--- config.mk ---
export PLATFORM = sky130hd
export DESIGN_NAME = force_frame_decoupler_core
export DESIGN_NICKNAME = d
export VERILOG_FILES = /design/src/hw/rtl/ffd_pkg.sv /design/src/hw/rtl/ffd_ctrl.sv /design/src/hw/rtl/ffd_datapath.sv /design/src/hw/rtl/force_frame_decoupler_core.sv
export SDC_FILE = /design/constraint.sdc
export NUM_CORES = 2
export LEC_CHECK = 0
export BUFFER_PORTS_ARGS = -buffer_cell sky130_fd_sc_hd__buf_2
export CORE_ASPECT_RATIO = 1.4
export CORE_UTILIZATION = 49
export DETAILED_ROUTE_END_ITERATION = 8
export MAX_ROUTING_LAYER = met4
export PLACE_DENSITY = 0.64
export SLEW_MARGIN = 20
export SYNTH_ARGS = -nofsm -noshare
export SYNTH_HDL_FRONTEND = slang
export SYNTH_SLANG_ARGS = --single-unit
export TNS_END_PERCENT = 50
--- constraint.sdc ---
create_clock -name clk -period 18.3 [get_ports clk]
set_input_delay 0.915 -clock clk [delete_from_list [all_inputs] [get_ports clk]]
set_output_delay 0.915 -clock clk [all_outputs]
set_load 0.05 [all_outputs]
--- src/hw/rtl/ffd_pkg.sv ---
package ffd_pkg;

  localparam int NUM_OUT = 6;
  localparam logic [7:0] SYNC0 = 8'hAA;
  localparam logic [7:0] SYNC1 = 8'h55;
  localparam int ACC_W = 56;

  typedef enum logic [7:0] {
    PH_HUNT  = 8'b00000001,
    PH_SYNC  = 8'b00000010,
    PH_LENH  = 8'b00000100,
    PH_LENL  = 8'b00001000,
    PH_SEQH  = 8'b00010000,
    PH_SEQL  = 8'b00100000,
    PH_DATA  = 8'b01000000,
    PH_CHECK = 8'b10000000
  } phase_t;

  typedef struct packed {
    logic       clear;
    logic       load_high;
    logic       mac_start;
    logic       emit;
  } dp_cmd_t;

  typedef struct packed {
    logic busy;
    logic out_full;
  } dp_status_t;

  function automatic logic signed [31:0] coef(input logic [2:0] r, input logic [2:0] c);
    logic signed [31:0] t [0:35];
    t = '{ 32'sd201756,   32'sd236448,    32'sd565394,   32'sd19039266, 32'sd82895,    -32'sd18752590,
           32'sd113785,   -32'sd21270045, 32'sd505071,   32'sd11226849, 32'sd313222,   32'sd10579545,
           32'sd59427636, -32'sd349105,   32'sd59198416, 32'sd1193544,  32'sd57902991, -32'sd1052261,
           -32'sd34801,   -32'sd14632,    -32'sd326691,  32'sd3800,     32'sd265680,   32'sd5256,
           32'sd366842,   32'sd157,       -32'sd139500,  -32'sd17968,   -32'sd151996,  32'sd18676,
           32'sd74,       32'sd133058,    32'sd3800,     32'sd125500,   -32'sd469,     32'sd91908 };
    if (r > 3'd5 || c > 3'd5) return 32'sd0;
    return t[{3'd0, r} * 6'd6 + {3'd0, c}];
  endfunction

endpackage

--- src/hw/rtl/ffd_ctrl.sv ---
module ffd_ctrl #(
  parameter int CHANNELS = 6
) (
  input  logic                 clk,
  input  logic                 rst,
  input  logic                 in_fire,
  input  logic [7:0]           rx_byte,
  input  logic [7:0]           running_sum,
  input  ffd_pkg::dp_status_t  status,
  output logic                 in_ready,
  output ffd_pkg::dp_cmd_t     cmd,
  output logic [3:0]           channel,
  output logic                 seq_hi_we,
  output logic                 seq_lo_we,
  output logic                 sum_we
);
  localparam int NB = 2 * CHANNELS;
  localparam int LEN = 2 * CHANNELS + 3;

  ffd_pkg::phase_t phase, phase_next;
  logic [7:0] length_high;
  logic [4:0] byte_count;
  logic [7:0] len_low_chk;

  assign in_ready = !status.busy && !(phase == ffd_pkg::PH_CHECK && status.out_full);
  assign channel = byte_count[4:1];
  assign len_low_chk = 8'(LEN);
  assign seq_hi_we = (phase == ffd_pkg::PH_SEQH);
  assign seq_lo_we = (phase == ffd_pkg::PH_SEQL);
  assign sum_we = (phase == ffd_pkg::PH_DATA);

  function automatic ffd_pkg::phase_t resume(input logic [7:0] b);
    return (b == ffd_pkg::SYNC0) ? ffd_pkg::PH_SYNC : ffd_pkg::PH_HUNT;
  endfunction

  always_comb begin
    phase_next = phase;
    cmd = '0;
    if (in_fire) begin
      case (phase)
        ffd_pkg::PH_HUNT: phase_next = resume(rx_byte);
        ffd_pkg::PH_SYNC: phase_next = (rx_byte == ffd_pkg::SYNC1) ? ffd_pkg::PH_LENH
                                                                   : resume(rx_byte);
        ffd_pkg::PH_LENH: phase_next = ffd_pkg::PH_LENL;
        ffd_pkg::PH_LENL: begin
          if (length_high == 8'd0 && rx_byte == len_low_chk) begin
            phase_next = ffd_pkg::PH_SEQH;
            cmd.clear = 1'b1;
          end else begin
            phase_next = resume(rx_byte);
          end
        end
        ffd_pkg::PH_SEQH: phase_next = ffd_pkg::PH_SEQL;
        ffd_pkg::PH_SEQL: phase_next = ffd_pkg::PH_DATA;
        ffd_pkg::PH_DATA: begin
          if (!byte_count[0]) cmd.load_high = 1'b1;
          else if (byte_count[4:1] < 4'd6) cmd.mac_start = 1'b1;
          if (byte_count == 5'(NB - 1)) phase_next = ffd_pkg::PH_CHECK;
        end
        ffd_pkg::PH_CHECK: begin
          phase_next = resume(rx_byte);
          cmd.emit = (rx_byte == running_sum);
        end
        default: phase_next = ffd_pkg::PH_HUNT;
      endcase
    end
  end

  always_ff @(posedge clk) begin
    if (rst) begin
      phase <= ffd_pkg::PH_HUNT;
      length_high <= '0;
      byte_count <= '0;
    end else begin
      phase <= phase_next;
      if (in_fire && phase == ffd_pkg::PH_LENH) length_high <= rx_byte;
      if (in_fire && phase == ffd_pkg::PH_SEQL) byte_count <= '0;
      else if (in_fire && phase == ffd_pkg::PH_DATA) byte_count <= byte_count + 5'd1;
    end
  end

  a_emit_only_check: assert property (@(posedge clk) disable iff (rst)
    cmd.emit |-> phase == ffd_pkg::PH_CHECK) else $error("emit outside check");
  a_mac_data: assert property (@(posedge clk) disable iff (rst)
    cmd.mac_start |-> phase == ffd_pkg::PH_DATA && byte_count[0]) else $error("bad mac");
  a_no_accept_busy: assert property (@(posedge clk) disable iff (rst)
    status.busy |-> !in_ready) else $error("accept while busy");
endmodule

--- src/hw/rtl/ffd_datapath.sv ---
module ffd_datapath #(
  parameter int COEFF_FRAC_BITS = 32,
  parameter int OUT_FRAC_BITS = 16
) (
  input  logic                 clk,
  input  logic                 rst,
  input  logic                 in_fire,
  input  logic [7:0]           rx_byte,
  input  ffd_pkg::dp_cmd_t     cmd,
  input  logic [3:0]           channel,
  input  logic                 seq_hi_we,
  input  logic                 seq_lo_we,
  input  logic                 sum_we,
  input  logic [95:0]          zero_flat,
  input  logic                 out_take,
  output logic [7:0]           running_sum,
  output ffd_pkg::dp_status_t  status,
  output logic                 out_valid,
  output logic [239:0]         out_data
);
  localparam int D = COEFF_FRAC_BITS - 32;
  localparam int DP = (D > 0) ? D : 0;
  localparam int ND = (D < 0) ? -D : 1;
  localparam int S = COEFF_FRAC_BITS - OUT_FRAC_BITS;
  localparam int AW = 40 + COEFF_FRAC_BITS;

  logic signed [AW-1:0] acc [0:5];
  logic [7:0]  high_byte;
  logic [15:0] seq;
  logic signed [16:0] diff;
  logic [2:0]  ch_r, row;
  logic        run, prod_v;
  logic [2:0]  prod_row;
  logic signed [49:0] prod;
  logic signed [31:0] bias;
  logic bias_taken;

  // coefficients with fewer fraction bits are rounded before the multiply
  function automatic logic signed [31:0] scale_coef(input logic signed [31:0] t);
    logic signed [32:0] w;
    w = 33'(t);
    if (D >= 0) return t;
    w = (w + (33'sd1 <<< (ND - 1))) >>> ND;
    return w[31:0];
  endfunction

  function automatic logic signed [31:0] to_out(input logic signed [AW-1:0] a);
    logic signed [AW-1:0] v;
    v = (a + (AW'(1) <<< (S - 1))) >>> S;
    if (v > AW'(32'sh7fffffff)) return 32'sh7fffffff;
    if (v < -AW'(33'sh080000000)) return 32'sh80000000;
    return v[31:0];
  endfunction

  function automatic logic signed [31:0] sat(input logic signed [32:0] v);
    if (v > 33'sh07fffffff) return 32'sh7fffffff;
    if (v < -33'sh080000000) return 32'sh80000000;
    return v[31:0];
  endfunction

  assign status.busy = run || prod_v;
  assign status.out_full = out_valid;

  // extra coefficient fraction bits are a plain left shift of the product
  logic signed [AW-1:0] cprod;
  assign cprod = AW'(prod) <<< DP;

  logic signed [31:0] v [0:5];
  always_comb for (int r = 0; r < 6; r++) v[r] = to_out(acc[r]);

  always_ff @(posedge clk) begin
    if (rst) begin
      run <= 1'b0; prod_v <= 1'b0; out_valid <= 1'b0; bias_taken <= 1'b0;
      bias <= '0; running_sum <= '0;
      for (int r = 0; r < 6; r++) acc[r] <= '0;
    end else begin
      if (out_take) out_valid <= 1'b0;
      if (in_fire && seq_hi_we) seq[15:8] <= rx_byte;
      if (in_fire && seq_lo_we) seq[7:0] <= rx_byte;
      if (in_fire && sum_we) running_sum <= running_sum + rx_byte;
      if (cmd.load_high) high_byte <= rx_byte;
      if (cmd.clear) begin
        running_sum <= '0;
        for (int r = 0; r < 6; r++) acc[r] <= '0;
      end
      if (cmd.mac_start) begin
        diff <= $signed({1'b0, high_byte, rx_byte}) - $signed({1'b0, zero_flat[channel*16 +: 16]});
        ch_r <= channel[2:0];
        row <= '0;
        run <= 1'b1;
      end
      prod_v <= run;
      if (run) begin
        prod <= diff * scale_coef(ffd_pkg::coef(row, ch_r));
        prod_row <= row;
        row <= row + 3'd1;
        if (row == 3'd5) run <= 1'b0;
      end
      if (prod_v) acc[prod_row] <= acc[prod_row] + cprod;
      if (cmd.emit) begin
        out_valid <= 1'b1;
        out_data[191:0] <= {v[5], v[4], v[3], v[2], v[1], v[0]};
        out_data[239:224] <= seq;
        if (!bias_taken) begin
          bias <= v[2]; bias_taken <= 1'b1;
          out_data[223:192] <= '0;
        end else begin
          out_data[223:192] <= sat(33'(v[2]) - 33'(bias));
        end
      end
    end
  end

  a_row_range: assert property (@(posedge clk) disable iff (rst)
    run |-> row <= 3'd5) else $error("row overrun");
  a_no_emit_busy: assert property (@(posedge clk) disable iff (rst)
    cmd.emit |-> !status.busy) else $error("emit while mac busy");
  a_prod_follows: assert property (@(posedge clk) disable iff (rst)
    prod_v |-> $past(run)) else $error("stray product");
endmodule

--- src/hw/rtl/force_frame_decoupler_core.sv ---
// Force sensor frame decoder.
// s_axis: one received serial byte per item (tdata[7:0] = rx_byte).
// m_axis: one item per good frame, tdata from bit 0 up: force_x, force_y,
// force_z, moment_x, moment_y, moment_z, force_z_relative (32 bits each),
// frame_number (16 bits); 240 bits in all.
// cfg: writes zero-load counts, index 0..5 selects the channel.
// Every byte is taken at once except the second byte of each channel,
// which starts six multiply-accumulates on one shared 32x17 multiplier:
// s_axis_tready drops after it until all six products are accumulated. A
// good checksum byte produces the result in the cycle after acceptance; a stalled
// result holds m_axis and the next checksum byte waits, other bytes continue.
// Reset: parser hunts for the header, accumulators clear, zero counts return
// to their default values, the Fz reference is retaken from the next good
// frame.
module force_frame_decoupler_core #(
  parameter int CHANNELS = 6,
  parameter int COEFF_FRAC_BITS = 32,
  parameter int OUT_FRAC_BITS = 16
) (
  input  logic         clk,
  input  logic         rst,
  input  logic         s_axis_tvalid,
  output logic         s_axis_tready,
  input  logic [7:0]   s_axis_tdata,   // rx_byte
  output logic         m_axis_tvalid,
  input  logic         m_axis_tready,
  output logic [239:0] m_axis_tdata,   // fx,fy,fz,mx,my,mz,fz_rel,frame_number
  input  logic         cfg_valid,
  output logic         cfg_ready,
  input  logic [2:0]   cfg_index,
  input  logic [15:0]  cfg_data
);
  ffd_pkg::dp_cmd_t cmd;
  ffd_pkg::dp_status_t status;
  logic [3:0] channel;
  logic [7:0] running_sum;
  logic in_fire;
  logic [15:0] zero [0:5];
  logic [95:0] zero_flat;

  assign in_fire = s_axis_tvalid && s_axis_tready;
  assign cfg_ready = 1'b1;
  assign zero_flat = {zero[5], zero[4], zero[3], zero[2], zero[1], zero[0]};

  always_ff @(posedge clk) begin
    if (rst) begin
      zero[0] <= 16'd32716; zero[1] <= 16'd32764; zero[2] <= 16'd32761;
      zero[3] <= 16'd32800; zero[4] <= 16'd32683; zero[5] <= 16'd32672;
    end else if (cfg_valid && cfg_index < 3'd6) begin
      zero[cfg_index] <= cfg_data;
    end
  end

  logic seq_hi_we, seq_lo_we, sum_we;
  ffd_ctrl #(.CHANNELS(CHANNELS)) u_ctrl (
    .clk, .rst, .in_fire, .rx_byte(s_axis_tdata), .running_sum, .status,
    .in_ready(s_axis_tready), .cmd, .channel, .seq_hi_we, .seq_lo_we, .sum_we
  );

  ffd_datapath #(.COEFF_FRAC_BITS(COEFF_FRAC_BITS), .OUT_FRAC_BITS(OUT_FRAC_BITS)) u_dp (
    .clk, .rst, .in_fire, .rx_byte(s_axis_tdata), .cmd, .channel,
    .seq_hi_we, .seq_lo_we, .sum_we, .zero_flat,
    .out_take(m_axis_tvalid && m_axis_tready), .running_sum, .status,
    .out_valid(m_axis_tvalid), .out_data(m_axis_tdata)
  );
endmodule
==> results.json <==
{
  "cts.clk_slew.worst_paths_ns": 0.07,
  "slew_headroom": 0.183,
  "p_int_uw": 4120,
  "grt_pass1_wl_mm": 354,
  "avgSynthCellArea_sq_um": 10.6,
  "synth-async-reset-ratio": 0,
  "grt_pass1_vias": 55900,
  "ys.flop_type": "edfxtp_1",
  "start_util": 0.496,
  "ys_warn_count": 0,
  "cp_common_cell": "fa_1",
  "p_sw_frac": 0.256,
  "cts_resized": 0,
  "fin_cells": 9336,
  "fin_crit_sh": 0.586,
  "crit_arrival_ns": 11.22,
  "synth_area_leaders": "edfxtp_1, fa_1, mux4_2",
  "cts_setup_buffers": 0,
  "io_buffers": 273,
  "track_usage": 0.316,
  "synthCells": 7120,
  "vias_per_cell": 5.98,
  "hold_class": "input port to flop",
  "synth_compound_area_frac": 0.0838,
  "hold_slack_ns": 0.389,
  "post_drt_wl_per_cell_um": 25.6,
  "finalMaxSlewViolations": 0,
  "post-route-util": 0.543,
  "nFillCells": 13300,
  "synth_top_family_by_area": "adder cells",
  "clockRootBuffer": "clkbuf_16",
  "drc": 0,
  "ctsHoldBuffers": 0,
  "dieHeight_um": 466,
  "p_leak_uw": 0.0316,
  "synth-seq-cells": 1079,
  "grt_overflow": 0,
  "finalHoldViolCount": 0,
  "core_sq_um": 152000,
  "synthMuxAreaShare": 0.0633,
  "wl_mm": 239,
  "combPwrFrac": 0.083,
  "worst_path_largest_cell_delay_ns": 0.89,
  "path_buf_inv": 6,
  "clkSinkCount": 1079,
  "dp.cells": 9136,
  "cts_tree": "done",
  "synth_xor_area_frac": 0.0509,
  "multi_input_area_sq_um": 39900,
  "run_status": "finished clean",
  "synth_edf_count": 1011,
  "numCtsBuffers": 105,
  "synth.distinct_cells": 90,
  "num_vias": 55800,
  "nNetsFinal": 8035,
  "crit_family": "adder cells",
  "first_iter_violations": 4535,
  "cp_max_fo": 26,
  "hpwl_mm": 183,
  "fin_area_sq_um": 82500,
  "firstDrtPassIters": 6,
  "p_seq_frac": 0.517,
  "fin_tns_setup_ns": 0,
  "min_period_ns": 10.73,
  "synth_top_area_frac": 0.403,
  "h-tree-depth": 3,
  "die_w_um": 333,
  "setup_viol": 0,
  "io_pins": 275,
  "synthAdderAreaFrac": 0.167,
  "antenna_found_initial": 4,
  "syn_area_sq_um": 75300,
  "synth-simple-area-share": 0.161,
  "crit_type": "flop to flop",
  "synth_area_leader_cell": "edfxtp_1",
  "post_dp_cell_area_sq_um": 79000,
  "regArea_sq_um": 31700,
  "crit_path_start_kind": "flop",
  "clk_path_buf_depth": 3,
  "clock.fmax_mhz": 93.2,
  "p_per_area_nw_per_um2": 67.1,
  "final_antenna_net_count": 0,
  "grt_start_max_net_pins": 117,
  "clk_latency_ns": 0.78,
  "drive_above_1_share": 0.121,
  "crit_path_top_delay_cell": "fa_1",
  "rows": 169,
  "globalplace.congestion": 1.03,
  "die-area_sq_um": 155000,
  "end_kind": "flop",
  "yosysSeqAreaShare": 0.421,
  "critPathRequiredTime_ns": 18.79,
  "area_growth_pct": 9.54,
  "max-cap-violations": 0,
  "syn_nets": 7876,
  "clkPwrFrac": 0.399,
  "power.switching_uw": 1420,
  "skew_ns": 0.0446,
  "worst_pin_slew_ns": 1.22,
  "grt_setup_unrepaired": "no",
  "ir_worst_vdd_uv": 88.4
}
==> worst paths after layout <==
path                 start                  to  slack (ns)  cells past startpoint
max            u_dp.row[0]       u_dp.prod[48]        7.57                     31
min reg2reg   u_dp.seq[15]  u_dp.out_data[239]        0.42                      0
max reg2reg    u_dp.row[0]       u_dp.prod[48]        7.57                     31
min          m_axis_tready      u_dp.out_valid        0.39                      4
==> metrics by stage <==
stage / worst slack (ns) / total power, uW
floorplan: 8.84 / 3150
global placement: 7.69 / 3360
detailed placement: 7.54 / 3370
CTS: 7.48 / 5560
global route: 6.93 / 5680
finish: 7.57 / 5540
==> layer usage <==
layer	global-route usage	vias up	routed length [um]
li1	-	25100	-
met1	0.356	27900	87100
met2	0.531	2222	119000
met3	0.0399	614	14500
met4	0.207	0	18300
met5	-	-	0
==> worst min-delay path, stage by stage <==
cell     delay [ns]
buf_2          0.07
nor2_1         0.03
nand2_1        0.05
nand2_1        0.05
==> cell families after synthesis <==
logic type | after synthesis
and+or+nand+nor | 2507
DFF | 1079
buffers and inverters | 1062
AOI/OAI and AO/OA | 1042
adders and majority gates | 724
xor gates and xnor gates | 438
muxes | 267
other | 1
==> power groups by stage <==
stage | Clock (uW) | Combinational (uW) | Sequential, uW
after floorplan | 0 | 291 | 2860
after global placement | 0 | 452 | 2910
after detailed placement | 0 | 455 | 2910
after CTS | 2240 | 458 | 2860
after global routing | 2320 | 492 | 2870
final | 2210 | 462 | 2860
==> flip-flops by register name (all words and copies together), names as in the netlist, 16 cells and up, named ones only <==
name and cells:
u_dp.out_data 240, u_dp.prod 49, u_dp.bias 32, zero 96, u_dp.acc 576, u_dp.seq 16, u_dp.diff 17
==> cells in the mapped netlist, drive strengths merged, types with 72 or more instances <==
master / n
and3: 72
o21ai: 334
xnor2: 217
a21o: 72
inv: 723
nand4: 130
mux4: 160
a21oi: 321
nor3: 99
nand3: 207
nand2: 615
and2: 275
fa: 467
clkbuf: 297
edfxtp: 1011
mux2: 74
ha: 257
nor2: 776
xor2: 221
==> cell type report <==
type,count,area share
repair buffers,389,0.0273
inverters,725,0.0331
clock buffers,114,0.0322
clock inverters,81,0.00958
well taps,1966,0.0298
multi-input cells,4979,0.483
flip-flops and latches,1079,0.384
diodes,3,0.0000910
==> layout by cell type, fill, tap and decap left out, drive strengths merged, types with 13 or more instances in the layout <==
cell type / netlist / final
a211o: 13 / 13
a211oi: 41 / 41
a21o: 72 / 72
a21oi: 321 / 321
a31oi: 39 / 39
and2: 275 / 275
and3: 72 / 72
and4: 48 / 48
buf: 40 / 389
clkbuf: 297 / 114
clkinv: 2 / 59
dfxtp: 68 / 68
edfxtp: 1011 / 1011
fa: 467 / 467
ha: 257 / 257
inv: 723 / 729
mux2: 74 / 74
mux2i: 33 / 33
mux4: 160 / 160
nand2: 615 / 615
nand2b: 53 / 53
nand3: 207 / 207
nand3b: 14 / 14
nand4: 130 / 130
nor2: 776 / 776
nor2b: 36 / 36
nor3: 99 / 99
nor3b: 14 / 14
nor4: 54 / 54
o211ai: 25 / 25
o21a: 19 / 19
o21ai: 334 / 334
o21bai: 32 / 32
o31ai: 18 / 18
or2: 34 / 34
or3: 34 / 34
or4: 13 / 13
xnor2: 217 / 217
xor2: 221 / 221
Power figures use the tool's default switching activity.
